$ cat src/rtl/msat_ram.sv
// single port entry memory with registered read
module msat_ram #(
    parameter int unsigned Depth = 256,
    parameter int unsigned Width = 8
) (
    input  logic                     i_clk,
    input  logic                     i_we,
    input  logic [$clog2(Depth)-1:0] i_addr,
    input  logic [Width-1:0]         i_wdata,
    output logic [Width-1:0]         o_rdata
);
    logic [Width-1:0] r_mem [Depth];

    always_ff @(posedge i_clk) begin
        if (i_we) begin
            r_mem[i_addr] <= i_wdata;
        end
        o_rdata <= r_mem[i_addr];
    end
endmodule

$ cat config.mk
export PLATFORM = sky130hd
export DESIGN_NAME = msat_ram
export DESIGN_NICKNAME = d
export VERILOG_FILES = /design/src/rtl/msat_ram.sv
export SDC_FILE = /design/constraint.sdc
export NUM_CORES = 2
export LEC_CHECK = 0
export BUFFER_PORTS_ARGS = -buffer_cell sky130_fd_sc_hd__buf_2
export CAP_MARGIN = 40
export CORE_MARGIN = 2
export CORE_UTILIZATION = 59
export DETAILED_ROUTE_END_ITERATION = 10
export HOLD_SLACK_MARGIN = 0.03
export PLACE_DENSITY = 0.76
export SLEW_MARGIN = 30
export SYNTH_ARGS = -nofsm -noshare
export SYNTH_HDL_FRONTEND = slang
export SYNTH_SLANG_ARGS = --single-unit
$ cat constraint.sdc
create_clock -name i_clk -period 3.02 [get_ports i_clk]
set_input_delay 0.453 -clock i_clk [delete_from_list [all_inputs] [get_ports i_clk]]
set_output_delay 0.453 -clock i_clk [all_outputs]
set_load 0.005 [all_outputs]
==> flow_metrics.py <==
metrics = {
    "worst_hold_path": {
        "hp-class": "input port to flip-flop",
        "holdPathStages": 1,
        "min-delay-start": "i_wdata[5]",
        "hold_end": "r_mem[85][5]",
    },
    "synth": {
        "async_reset_ff_share_pct": 0,
        "syn_avg_cell_area_um2": 22.1,
        "post-synth-top-area-cell": "edfxtp_1",
        "seq_area_frac_synth_pct": 78.6,
        "synth_flop_cell": "edfxtp_1",
        "syn_nets": 3565,
        "ys_warn_count": 0,
        "ys_types": 22,
        "synth_edf_count": 2048,
        "yosysMostFrequentCell": "edfxtp_1",
        "synthTopCellsByArea": "edfxtp_1, mux4_2, a22oi_1, nor2_1, a21oi_1",
        "synthCells": 3547,
        "syn_area_mm2": 0.0785,
        "synth_top_cell_area_share_pct": 78.3,
        "synth_commonest_cells": "edfxtp_1, mux4_2, a22oi_1",
        "synth_seq_cells": 2056,
    },
    "timing": {
        "slew_violations": 0,
        "hold_slack_ns": 0.0967,
        "finalSetupViolCount": 0,
        "tightestPinTransition_ns": 0.850,
        "fin_crit_ns": 2.60,
        "grt_setup_unrepaired": "no",
        "fmaxAchievable_mhz": 384,
        "fin_worst_skew_ns": 0.0362,
        "hold_violations": 0,
        "relSlewSlack_pct": 43.3,
        "fin_crit_sh_pct": 86.1,
    },
    "floorplanning": {
        "core_area_mm2": 0.132,
        "fp.dieArea_mm2": 0.136,
        "pin_count": 26,
        "die_x_um": 369,
        "initial_core_util_pct": 59.6,
        "rows": 133,
        "dieHeight_um": 369,
    },
    "cts": {
        "cts_root_buf": "clkbuf_16",
        "cts-htree-levels": 4,
        "cts_setup_buffers": 0,
        "cts_tree": "built",
        "ctsResizeCount": 0,
        "clock_latency_ns": 0.83,
        "cts.path.max_buffers": 3,
        "clk_pin_slew_ns": 0.06,
        "cts_sinks": 2056,
        "cts.hold.buffers_added": 0,
        "numCtsBuffers": 194,
    },
    "place": {
        "gp_congestion": 0.855,
        "io_buffer_count": 25,
        "dpl_cell_area_mm2": 0.0845,
        "hpwl_um": 114000,
    },
    "global_routing": {
        "grt_max_degree": 121,
        "grt_overflow": 0,
        "grt_pass1_wl_um": 276000,
        "grt_antenna_before_repair": 3,
        "grt_usage_pct": 28.2,
        "grt_pass1_vias": 40300,
    },
    "routing": {
        "drt-initial-drc-count": 5984,
        "wl_per_cell_um": 31.8,
        "drtPass1Iterations": 6,
        "drc": 0,
        "routed_wl_um": 189000,
        "vias": 40200,
        "ant_nets": 0,
        "avgViaCountPerCell": 6.75,
    },
    "power_and_ir_drop": {
        "peakVddDrop_mv": 0.597,
        "p_per_area_mw_per_mm2": 632,
        "power.static_leakage_nw": 28.5,
    },
    "setup_path": {
        "crit_required_ns": 3.71,
        "r2r_slack_ns": 0.42,
        "r2r-start": "r_mem[125][0]",
        "worstSetupPathType": "flip-flop to flip-flop",
        "cp_data_arrival_time_ns": 3.29,
        "startpoint": "r_mem[125][0]",
        "reg2reg_to": "o_rdata[0]",
        "reg2reg_depth": 6,
        "start_kind": "flip-flop",
        "cp_max_fo": 1,
        "cp-end-kind": "flip-flop",
    },
    "flow_run": {
        "maxCapViolCount": 0,
    },
    "final_layout": {
        "area_growth_pct": 15.1,
        "fin_area_mm2": 0.0903,
        "drive_above_1_share_pct": 31.0,
        "final_nets": 4057,
    },
    "run_status": {
        "status": "finished clean",
    },
}
-- layout by cell type (no fill, tap or decap), drive strengths merged --
cell type,n
a21oi,128
dfxtp,8
o41ai,32
diode,5
clkinv,80
or3,1
and2,3
nand2b,6
a22oi,256
clkinvlp,4
nand3,13
mux4,512
clkbuf,265
nor2,232
inv,7
or2,2
nand4,8
nor3,30
nand2,28
bufinv,6
edfxtp,2048
nor2b,7
buf,520
-- per-stage QoR --
step	TNS (ns)	setup slack (ns)	total power, mW	cells	utilization [%]
after floorplan	0	0.348	33.5	3547	-
after global placement	-2.77	-0.619	34.8	5597	64.1
after detailed placement	-2.40	-0.561	34.9	5598	64.1
after CTS	0	0.260	57.3	5951	68.5
after global routing	0	0.319	58.5	5951	68.5
final	0	0.419	57.1	5956	68.5
-- routing by layer --
metal | GRT usage, % | vias to the layer above | wire, um
met5 | 0 | - | 23
met4 | 9.69 | 4 | 6160
met3 | 5.93 | 365 | 20800
met2 | 44.0 | 2667 | 92100
met1 | 40.5 | 21100 | 70300
li1 | - | 16100 | -
-- cells by family (layout without fill, tap and decap cells) --
| group | Yosys count | count (layout) | share of synthesized area [%] |
|---|---|---|---|
| compound gates | 416 | 416 | 3.62 |
| buf+inv | 233 | 882 | 1.40 |
| flops | 2056 | 2056 | 78.6 |
| mux | 512 | 512 | 14.7 |
| other cells | 0 | 5 | 0 |
| simple gates | 330 | 330 | 1.73 |
-- sequential cells by signal, summed over array words and instances (netlist names) --
| name | flops |
|---|---|
| r_mem | 2048 |
| o_rdata | 8 |
-- layout make-up --
cell class	instances	area, um^2
multi-input combinational	1258	15800
fill	7711	41500
timing repair buffer	528	4810
clock buffer	257	5160
sequential	2056	61700
inverter	1	3.75
clock inverter	96	697
antenna	5	12.5
tap	1755	2200
-- critical path, cell delays in order, from the launching register on --
cell	delay, ns
edfxtp_1	0.38
mux4_2	0.51
a22oi_1	0.29
a21oi_1	0.25
o41ai_2	0.70
buf_4	0.25
nand4_1	0.10
-- report_power, final --
group / switching [mW] / leakage [nW] / internal, mW
Clock: 10.2 / 2.85 / 12.5
Sequential: 0.0424 / 18.5 / 31.4
Combinational: 1.75 / 7.15 / 1.09
Total: 12.0 / 28.5 / 45.1
-- worst max-delay path by stage --
stage | endpoint | cells past startpoint | slack, ns
2_1_floorplan | r_mem[111][0] | 9 | 0.35
3_3_place_gp | o_rdata[5] | 9 | -0.62
3_5_place_dp | o_rdata[0] | 9 | -0.56
4_1_cts | o_rdata[0] | 6 | 0.26
5_1_grt | o_rdata[0] | 9 | 0.32
6_report | o_rdata[0] | 6 | 0.42
No activity file was read; power rests on OpenSTA's default activity.
